$ cat config.mk
export PLATFORM = sky130hd
export DESIGN_NAME = header_length_frame_deframer_top
export DESIGN_NICKNAME = d
export VERILOG_FILES = /design/src/rtl/hlfd_pkg.sv /design/src/rtl/hlfd_cell.sv /design/src/rtl/hlfd_cfg.sv /design/src/rtl/header_length_frame_deframer_top.sv
export VERILOG_INCLUDE_DIRS = /design/src /design/src/rtl
export SDC_FILE = /design/constraint.sdc
export NUM_CORES = 1
export LEC_CHECK = 0
export BUFFER_PORTS_ARGS = -buffer_cell sky130_fd_sc_hd__buf_2
export CAP_MARGIN = 10
export CORE_MARGIN = 4
export CORE_UTILIZATION = 50
export CTS_CLUSTER_DIAMETER = 60
export DETAILED_ROUTE_END_ITERATION = 7
export PLACE_DENSITY_LB_ADDON = 0.15
export SLEW_MARGIN = 10
export SYNTH_ARGS = -nofsm -noshare
export SYNTH_HDL_FRONTEND = slang
export SYNTH_SLANG_ARGS = --single-unit
export TNS_END_PERCENT = 20
$ cat constraint.sdc
create_clock -name aclk -period 3.95 [get_ports aclk]
set_input_delay 0.79 -clock aclk [delete_from_list [all_inputs] [get_ports aclk]]
set_output_delay 0.79 -clock aclk [all_outputs]
set_load 0.01 [all_outputs]
$ cat src/rtl/assert_macros.svh
// assertion macros used by the deframer rtl
// no dependencies; included by modules that carry assertions
`ifndef ASSERT_MACROS_SVH
`define ASSERT_MACROS_SVH

`ifndef SYNTHESIS
`define ASSERT_PROP(lbl, clk, rstn, prop) \
    lbl: assert property (@(posedge clk) disable iff (!(rstn)) (prop)) \
        else $error("property violated");
`define ASSERT_NEVER(lbl, clk, rstn, cond) \
    lbl: assert property (@(posedge clk) disable iff (!(rstn)) !(cond)) \
        else $error("forbidden condition seen");
`else
`define ASSERT_PROP(lbl, clk, rstn, prop)
`define ASSERT_NEVER(lbl, clk, rstn, cond)
`endif

`endif

$ cat src/rtl/hlfd_pkg.sv
// types and constants of the header/length frame deframer
// no dependencies
package hlfd_pkg;

    localparam int POS_W   = 5;
    localparam int LEN_W   = 16;
    localparam int BYTE_W  = 8;
    localparam int ADDR_W  = 4;
    localparam int DATA_W  = 32;
    localparam int POS_MAX = 32;

    localparam logic [POS_W-1:0] LEN_LOW_POS  = 5'd6;
    localparam logic [POS_W-1:0] LEN_HIGH_POS = 5'd7;

    localparam logic [BYTE_W-1:0] HEADER_FIRST_RST  = 8'hAA;
    localparam logic [BYTE_W-1:0] HEADER_SECOND_RST = 8'h55;
    localparam logic [LEN_W-1:0]  LENGTH_LIMIT_RST  = 16'd50;
    localparam logic [POS_W-1:0]  POSITION_CAP_RST  = 5'd26;

    typedef enum logic [1:0] {
        REG_HEADER_FIRST  = 2'd0,
        REG_HEADER_SECOND = 2'd1,
        REG_LENGTH_LIMIT  = 2'd2,
        REG_POSITION_CAP  = 2'd3
    } reg_idx_t;

    typedef struct packed {
        logic [BYTE_W-1:0] header_first;
        logic [BYTE_W-1:0] header_second;
        logic [LEN_W-1:0]  length_limit;
        logic [POS_W-1:0]  position_cap;
    } cfg_t;

    typedef struct packed {
        logic wr_en;
        logic shift_en;
    } cell_ctrl_t;

endpackage

$ cat src/rtl/hlfd_cell.sv
// one byte cell of the frame store chain
// depends on hlfd_pkg
module hlfd_cell (
    input  logic                       aclk,
    input  hlfd_pkg::cell_ctrl_t       ctrl,
    input  logic [hlfd_pkg::BYTE_W-1:0] wr_data,
    input  logic [hlfd_pkg::BYTE_W-1:0] shift_in,
    output logic [hlfd_pkg::BYTE_W-1:0] data
);

    logic [hlfd_pkg::BYTE_W-1:0] data_reg;

    always_ff @(posedge aclk) begin
        if (ctrl.wr_en) begin
            data_reg <= wr_data;
        end else if (ctrl.shift_en) begin
            data_reg <= shift_in;
        end
    end

    assign data = data_reg;

endmodule

$ cat src/rtl/hlfd_cfg.sv
// apb register file of the deframer
// depends on hlfd_pkg
module hlfd_cfg (
    input  logic                        aclk,
    input  logic                        aresetn,
    input  logic                        psel,
    input  logic                        penable,
    input  logic                        pwrite,
    input  logic [hlfd_pkg::ADDR_W-1:0] paddr,
    input  logic [hlfd_pkg::DATA_W-1:0] pwdata,
    output logic [hlfd_pkg::DATA_W-1:0] prdata,
    output logic                        pready,
    output hlfd_pkg::cfg_t              cfg
);

    hlfd_pkg::cfg_t     cfg_reg;
    hlfd_pkg::reg_idx_t reg_idx;
    logic               wr_en;

    assign pready  = 1'b1;
    assign reg_idx = hlfd_pkg::reg_idx_t'(paddr[3:2]);
    assign wr_en   = psel & penable & pwrite & pready;

    always_ff @(posedge aclk) begin
        if (!aresetn) begin
            cfg_reg.header_first  <= hlfd_pkg::HEADER_FIRST_RST;
            cfg_reg.header_second <= hlfd_pkg::HEADER_SECOND_RST;
            cfg_reg.length_limit  <= hlfd_pkg::LENGTH_LIMIT_RST;
            cfg_reg.position_cap  <= hlfd_pkg::POSITION_CAP_RST;
        end else if (wr_en) begin
            unique case (reg_idx)
                hlfd_pkg::REG_HEADER_FIRST: begin
                    cfg_reg.header_first <= pwdata[hlfd_pkg::BYTE_W-1:0];
                end
                hlfd_pkg::REG_HEADER_SECOND: begin
                    cfg_reg.header_second <= pwdata[hlfd_pkg::BYTE_W-1:0];
                end
                hlfd_pkg::REG_LENGTH_LIMIT: begin
                    cfg_reg.length_limit <= pwdata[hlfd_pkg::LEN_W-1:0];
                end
                hlfd_pkg::REG_POSITION_CAP: begin
                    cfg_reg.position_cap <= pwdata[hlfd_pkg::POS_W-1:0];
                end
            endcase
        end
    end

    always_comb begin
        unique case (reg_idx)
            hlfd_pkg::REG_HEADER_FIRST: begin
                prdata = {24'd0, cfg_reg.header_first};
            end
            hlfd_pkg::REG_HEADER_SECOND: begin
                prdata = {24'd0, cfg_reg.header_second};
            end
            hlfd_pkg::REG_LENGTH_LIMIT: begin
                prdata = {16'd0, cfg_reg.length_limit};
            end
            hlfd_pkg::REG_POSITION_CAP: begin
                prdata = {27'd0, cfg_reg.position_cap};
            end
        endcase
    end

    assign cfg = cfg_reg;

endmodule

$ cat src/rtl/header_length_frame_deframer_top.sv
// channel   dir  ports                                                transfer when
// s_        in   s_valid s_ready s_rx_byte                            s_valid & s_ready
// m_        out  m_valid m_ready m_frame_byte m_byte_pos m_last_byte  m_valid & m_ready
// apb       in   psel penable pwrite paddr pwdata prdata pready       write on access phase
//
// bytes that do not complete a frame are taken one per cycle
// a completing byte at position p starts a run of p+1 results, one per cycle
// shifted out of cell 0 of the byte chain; s_ready is low for that run
// a stalled m_ready holds the run; the output register frees s_ready on the last byte
// synchronous active-low reset, no clearing pass over the byte chain
// depends on hlfd_pkg, hlfd_cell, hlfd_cfg, assert_macros.svh
`include "assert_macros.svh"

module header_length_frame_deframer_top #(
    parameter int FRAME_BYTES = 32
) (
    input  logic                          aclk,
    input  logic                          aresetn,
    input  logic                          s_valid,
    output logic                          s_ready,
    input  logic [hlfd_pkg::BYTE_W-1:0]   s_rx_byte,
    output logic                          m_valid,
    input  logic                          m_ready,
    output logic [hlfd_pkg::BYTE_W-1:0]   m_frame_byte,
    output logic [hlfd_pkg::POS_W-1:0]    m_byte_pos,
    output logic                          m_last_byte,
    input  logic                          psel,
    input  logic                          penable,
    input  logic                          pwrite,
    input  logic [hlfd_pkg::ADDR_W-1:0]   paddr,
    input  logic [hlfd_pkg::DATA_W-1:0]   pwdata,
    output logic [hlfd_pkg::DATA_W-1:0]   prdata,
    output logic                          pready
);

    localparam int NCELL = (FRAME_BYTES < hlfd_pkg::POS_MAX) ? FRAME_BYTES
                                                              : hlfd_pkg::POS_MAX;

    typedef enum logic {
        ST_IDLE,
        ST_EMIT
    } state_t;

    state_t                        state_reg;
    logic [hlfd_pkg::POS_W-1:0]    position_reg;
    logic [hlfd_pkg::POS_W-1:0]    position_next;
    logic [hlfd_pkg::LEN_W-1:0]    plen_reg;
    logic [hlfd_pkg::LEN_W-1:0]    plen_next;
    logic [hlfd_pkg::POS_W-1:0]    emit_cnt_reg;
    logic [hlfd_pkg::POS_W-1:0]    emit_last_reg;
    logic                          m_valid_reg;
    logic [hlfd_pkg::BYTE_W-1:0]   m_frame_byte_reg;
    logic [hlfd_pkg::POS_W-1:0]    m_byte_pos_reg;
    logic                          m_last_byte_reg;

    hlfd_pkg::cfg_t                cfg;
    logic                          s_accept;
    logic                          emit_start;
    logic                          load_out;
    logic [hlfd_pkg::LEN_W-1:0]    len_now;
    logic [hlfd_pkg::POS_W:0]      pos_inc;
    logic [hlfd_pkg::POS_W-1:0]    pos_off;
    logic [hlfd_pkg::BYTE_W-1:0]   cell_data [NCELL];

    hlfd_cfg u_cfg (
        .aclk    (aclk),
        .aresetn (aresetn),
        .psel    (psel),
        .penable (penable),
        .pwrite  (pwrite),
        .paddr   (paddr),
        .pwdata  (pwdata),
        .prdata  (prdata),
        .pready  (pready),
        .cfg     (cfg)
    );

    assign s_ready  = (state_reg == ST_IDLE);
    assign s_accept = s_valid & s_ready;
    assign load_out = (state_reg == ST_EMIT) & (~m_valid_reg | m_ready);

    for (genvar i = 0; i < NCELL; i++) begin : g_cell
        hlfd_pkg::cell_ctrl_t        ctrl;
        logic [hlfd_pkg::BYTE_W-1:0] nb_data;

        assign ctrl.wr_en    = s_accept & (position_reg == hlfd_pkg::POS_W'(i));
        assign ctrl.shift_en = load_out;

        if (i == NCELL - 1) begin : g_end
            assign nb_data = '0;
        end else begin : g_mid
            assign nb_data = cell_data[i+1];
        end

        hlfd_cell u_cell (
            .aclk     (aclk),
            .ctrl     (ctrl),
            .wr_data  (s_rx_byte),
            .shift_in (nb_data),
            .data     (cell_data[i])
        );
    end

    // frame position and length tracking
    always_comb begin
        len_now       = (position_reg == hlfd_pkg::LEN_HIGH_POS)
                        ? {s_rx_byte, cell_data[hlfd_pkg::LEN_LOW_POS]} : plen_reg;
        pos_inc       = {1'b0, position_reg} + 6'd1;
        pos_off       = position_reg - hlfd_pkg::LEN_HIGH_POS;
        emit_start    = 1'b0;
        plen_next     = plen_reg;
        position_next = position_reg;
        priority if (position_reg == '0) begin
            position_next = (s_rx_byte == cfg.header_first) ? 5'd1 : 5'd0;
        end else if (position_reg == 5'd1) begin
            position_next = (s_rx_byte == cfg.header_second) ? 5'd2 : 5'd0;
        end else if (position_reg == hlfd_pkg::LEN_HIGH_POS
                     && len_now >= cfg.length_limit) begin
            plen_next     = '0;
            position_next = '0;
        end else if (position_reg >= hlfd_pkg::LEN_HIGH_POS
                     && {11'd0, pos_off} == len_now) begin
            plen_next     = len_now;
            position_next = '0;
            emit_start    = 1'b1;
        end else begin
            plen_next     = len_now;
            position_next = (pos_inc > {1'b0, cfg.position_cap})
                            ? 5'd0 : pos_inc[hlfd_pkg::POS_W-1:0];
        end
    end

    always_ff @(posedge aclk) begin
        if (!aresetn) begin
            state_reg    <= ST_IDLE;
            position_reg <= '0;
            plen_reg     <= '0;
            m_valid_reg  <= 1'b0;
        end else begin
            if (s_accept) begin
                position_reg <= position_next;
                plen_reg     <= plen_next;
                if (emit_start) begin
                    state_reg     <= ST_EMIT;
                    emit_cnt_reg  <= '0;
                    emit_last_reg <= position_reg;
                end
            end
            if (load_out) begin
                m_valid_reg      <= 1'b1;
                m_frame_byte_reg <= cell_data[0];
                m_byte_pos_reg   <= emit_cnt_reg;
                m_last_byte_reg  <= (emit_cnt_reg == emit_last_reg);
                emit_cnt_reg     <= emit_cnt_reg + 5'd1;
                if (emit_cnt_reg == emit_last_reg) begin
                    state_reg <= ST_IDLE;
                end
            end else if (m_ready) begin
                m_valid_reg <= 1'b0;
            end
        end
    end

    assign m_valid      = m_valid_reg;
    assign m_frame_byte = m_frame_byte_reg;
    assign m_byte_pos   = m_byte_pos_reg;
    assign m_last_byte  = m_last_byte_reg;

    `ASSERT_PROP(a_cnt_bound, aclk, aresetn,
        (state_reg == ST_EMIT) |-> (emit_cnt_reg <= emit_last_reg))
    `ASSERT_PROP(a_run_start, aclk, aresetn,
        $rose(state_reg == ST_EMIT) |->
            (emit_cnt_reg == '0 && emit_last_reg >= hlfd_pkg::LEN_HIGH_POS))
    `ASSERT_NEVER(a_no_accept_in_run, aclk, aresetn,
        (state_reg == ST_EMIT) && s_accept)
    `ASSERT_PROP(a_pos_follows, aclk, aresetn,
        (load_out && !$past(load_out) && state_reg == ST_EMIT && emit_cnt_reg != '0) |->
            (emit_cnt_reg == m_byte_pos_reg + 5'd1))

endmodule

==> results_dict.tcl <==
set metrics [dict create \
    vias 9180 \
    setup_viol 0 \
    ir_drop_mv 0.305 \
    synthFlopType "edfxtp_1" \
    drtIter0Drc 610 \
    multi_input_area_mm2 0.00584 \
    die_h_um 187 \
    cts_buffers 37 \
    ys_seq_area_share_pct 60.2 \
    crit_fanout 21 \
    cap_viol_max_count 0 \
    fillers 2594 \
    slew_headroom_pct 43.9 \
    antenna_found_initial 1 \
    worst_slew_pin_slew_ns 0.834 \
    area_delta_synth_final_pct 11.3 \
    pwr-share-comb_pct 2.5 \
    post-cts-setup-buffers 0 \
    portBuffers 64 \
    cts_buffer_depth 3 \
    start_util_pct 50.6 \
    cp.required_ns 4.22 \
    fin_crit_ns 3.38 \
    core-area_mm2 0.0316 \
    synth-simple-area-share_pct 8.10 \
    synth_edf_count 280 \
    rsz0062_at_grt "no" \
    critical_path.top_delay_family "compound AO/OA/AOI/OAI gates" \
    grt_start_max_net_pins 41 \
    ctsResizeCount 0 \
    wire_per_inst_um 20.1 \
    syn_area_mm2 0.0160 \
    fin_setup_tns_ns 0 \
    cts_tree "built" \
    crit_buf_inv 1 \
    finalWirelength_um 33200 \
    track_usage_pct 18.9 \
    skew_ns 0.0119 \
    avgViaCountPerCell 5.55 \
    synth-async-reset-ratio_pct 0 \
    synth_xor_area_share_pct 1.65 \
    synth_top_family_by_area "multiplexers" \
    drtAntennaViolNets 0 \
    die_w_um 187 \
    mostFrequentLayoutCells "edfxtp_1, mux2_2, nand2_1, buf_2, dfxtp_1" \
    insertion_delay_ns 0.52 \
    crit_slowest_cell "and4bb_4" \
    first_pass_iters 6 \
    cts-hold-fix-buffers 0 \
    power_density_mw_per_mm2 422 \
    cts_sinks 340 \
    hold_viol 0 \
    synth_mux_area_share_pct 19.7 \
    leakage_nw 6.64 \
    hpwl_um 21600 \
    path_cells "ha_1 > and4bb_4 > mux2i_1 > inv_1 > ha_1 > o211ai_1 > a21oi_1 > and4b_1 > o21ai_1 > nand2_1 > a31o_2" \
    grt_pass1_vias 9343 \
    fin_hold_ws_ns 0.419 \
    diodes 0 \
    clock.fmax_ghz 0.295 \
    status "finished, final reports clean" \
    h-tree-depth 2 \
    p_clk_share_pct 46.2 \
    grt-ovfl-total 0 \
    die_area_mm2 0.0349 \
    synth_fa_ha_area_share_pct 2.19 \
    pwr-share-seq_pct 51.2 \
    final_max_slew_viol_count 0 \
    p_sw_share_pct 20.2 \
    ys_warn_count 0 \
    hold_path_class "register to register" \
    worstSetupPathType "register to register" \
    cp.arrival_ns 3.65 \
    internal_power_mw 5.99 \
    drive_above_1_share_pct 34.3 \
    rows 65 \
    netSwitchingPower_mw 1.52 \
    synth-seq-cells 340 \
    grt_pass1_wl_um 53200 \
    path_common_cell "ha_1" \
    regArea_mm2 0.00961 \
    startpoint_type "register" \
    nets 1304 \
    final_common_cell "edfxtp_1" \
    post_synth_num_cell_types 59 \
    clockRootBuffer "clkbuf_16" \
    endpoint_kind "register" \
    path_clk_slew_ns 0.06 \
    largest_register_ffs 256 \
    drc_errors 0 \
    syn_inst 1177 \
    synth_compound_area_share_pct 4.51 \
    syn-mean-instance-area_um2 13.6 \
    io_pins 100 \
    slowest_delay_ns 0.49 \
    gp_congestion 0.805 \
    timing.final.crit_share_pct 85.7 \
]
## area by class of cell
type	count	area share [%]
Timing Repair Buffer	88	2.82
Inverter	28	0.591
Clock buffer	50	5.80
Clock inverter	16	1.03
Multi-Input combinational cell	730	32.9
Sequential cell	340	54.1
Tap cell	402	2.83
## Yosys cell counts (4+ instances only)
library cell / number / area [um2]
nand2b_1: 7 / 43.8
nor2b_1: 6 / 37.5
nand4_1: 5 / 31.3
nor3_1: 7 / 35.0
a21bo_2: 13 / 130
nor2_1: 21 / 78.8
xor2_1: 7 / 61.3
a21oi_1: 50 / 250
nand2_1: 152 / 571
and2_1: 15 / 93.8
o21a_1: 4 / 30.0
clkbuf_1: 60 / 225
o31ai_1: 4 / 30.0
o21ai_0: 10 / 50.1
edfxtp_1: 280 / 8410
nand3_1: 26 / 130
xnor2_1: 23 / 201
inv_1: 28 / 105
mux2i_1: 8 / 80.1
ha_1: 28 / 350
mux4_2: 5 / 113
o211ai_1: 10 / 75.1
buf_1: 7 / 26.3
and3_1: 16 / 100
buf_4: 18 / 135
dfxtp_1: 60 / 1200
mux2_2: 259 / 2920
## final timing paths
| path | start | to | slack, ns | cells after the start |
|---|---|---|---|---|
| min reg2reg | g_cell[0].u_cell.data[1]$_DFFE_PP_ | m_frame_byte[1]$_DFFE_PP_ | 0.42 | 0 |
| max reg2reg | position_reg[0]$_SDFFE_PN0P_ | emit_cnt_reg[0]$_SDFFCE_PN0P_ | 0.57 | 11 |
| max | position_reg[0]$_SDFFE_PN0P_ | emit_cnt_reg[0]$_SDFFCE_PN0P_ | 0.57 | 11 |
| min | g_cell[0].u_cell.data[1]$_DFFE_PP_ | m_frame_byte[1]$_DFFE_PP_ | 0.42 | 0 |
## logic make-up after synthesis
group	count (synthesis)
buffers and inverters	122
adders and majority gates	28
muxes	274
AOI/OAI and AO/OA	110
other	2
DFF	340
and+or+nand+nor	271
xor gates and xnor gates	30
## worst reg2reg max path: cells and delay by family (launching register included)
kind | cells | cell delay [ns]
muxes | 1 | 0.41
buffers and inverters | 1 | 0.09
and+or+nand+nor | 3 | 0.89
AOI/OAI and AO/OA | 4 | 0.95
adders and majority gates | 2 | 0.46
DFF | 1 | 0.33
## per-layer routing
metal	up-vias	share of wire (%)	global-route usage [%]
met5	-	0	0
met4	0	1.9	4.35
met3	53	6.4	3.42
met2	244	44	28.7
met1	4491	48	28.7
li1	4392	-	-
## stage by stage
stage | utilization, % | total power, mW | worst slack [ns] | instances | instance area [um2]
6_report | 56.3 | 7.51 | 0.566 | 1654 | 17800
5_1_grt | 56.3 | 7.76 | 0.399 | 1654 | 17800
4_1_cts | 56.3 | 7.58 | 0.563 | 1654 | 17800
3_5_place_dp | 52.5 | 4.11 | 0.598 | 1588 | 16600
3_3_place_gp | 52.5 | 4.11 | 0.653 | 1588 | 16600
2_1_floorplan | - | 4.05 | 0.139 | 1192 | 16000
## power by group through the flow
stage	combinational (mW)	sequential [mW]	clock, mW
after floorplan	0.126	3.92	0
after global placement	0.188	3.92	0
after detailed placement	0.190	3.92	0
after CTS	0.191	3.84	3.55
after global routing	0.207	3.84	3.71
final	0.191	3.85	3.47
Note: power is estimated with default switching activity, not from simulation.
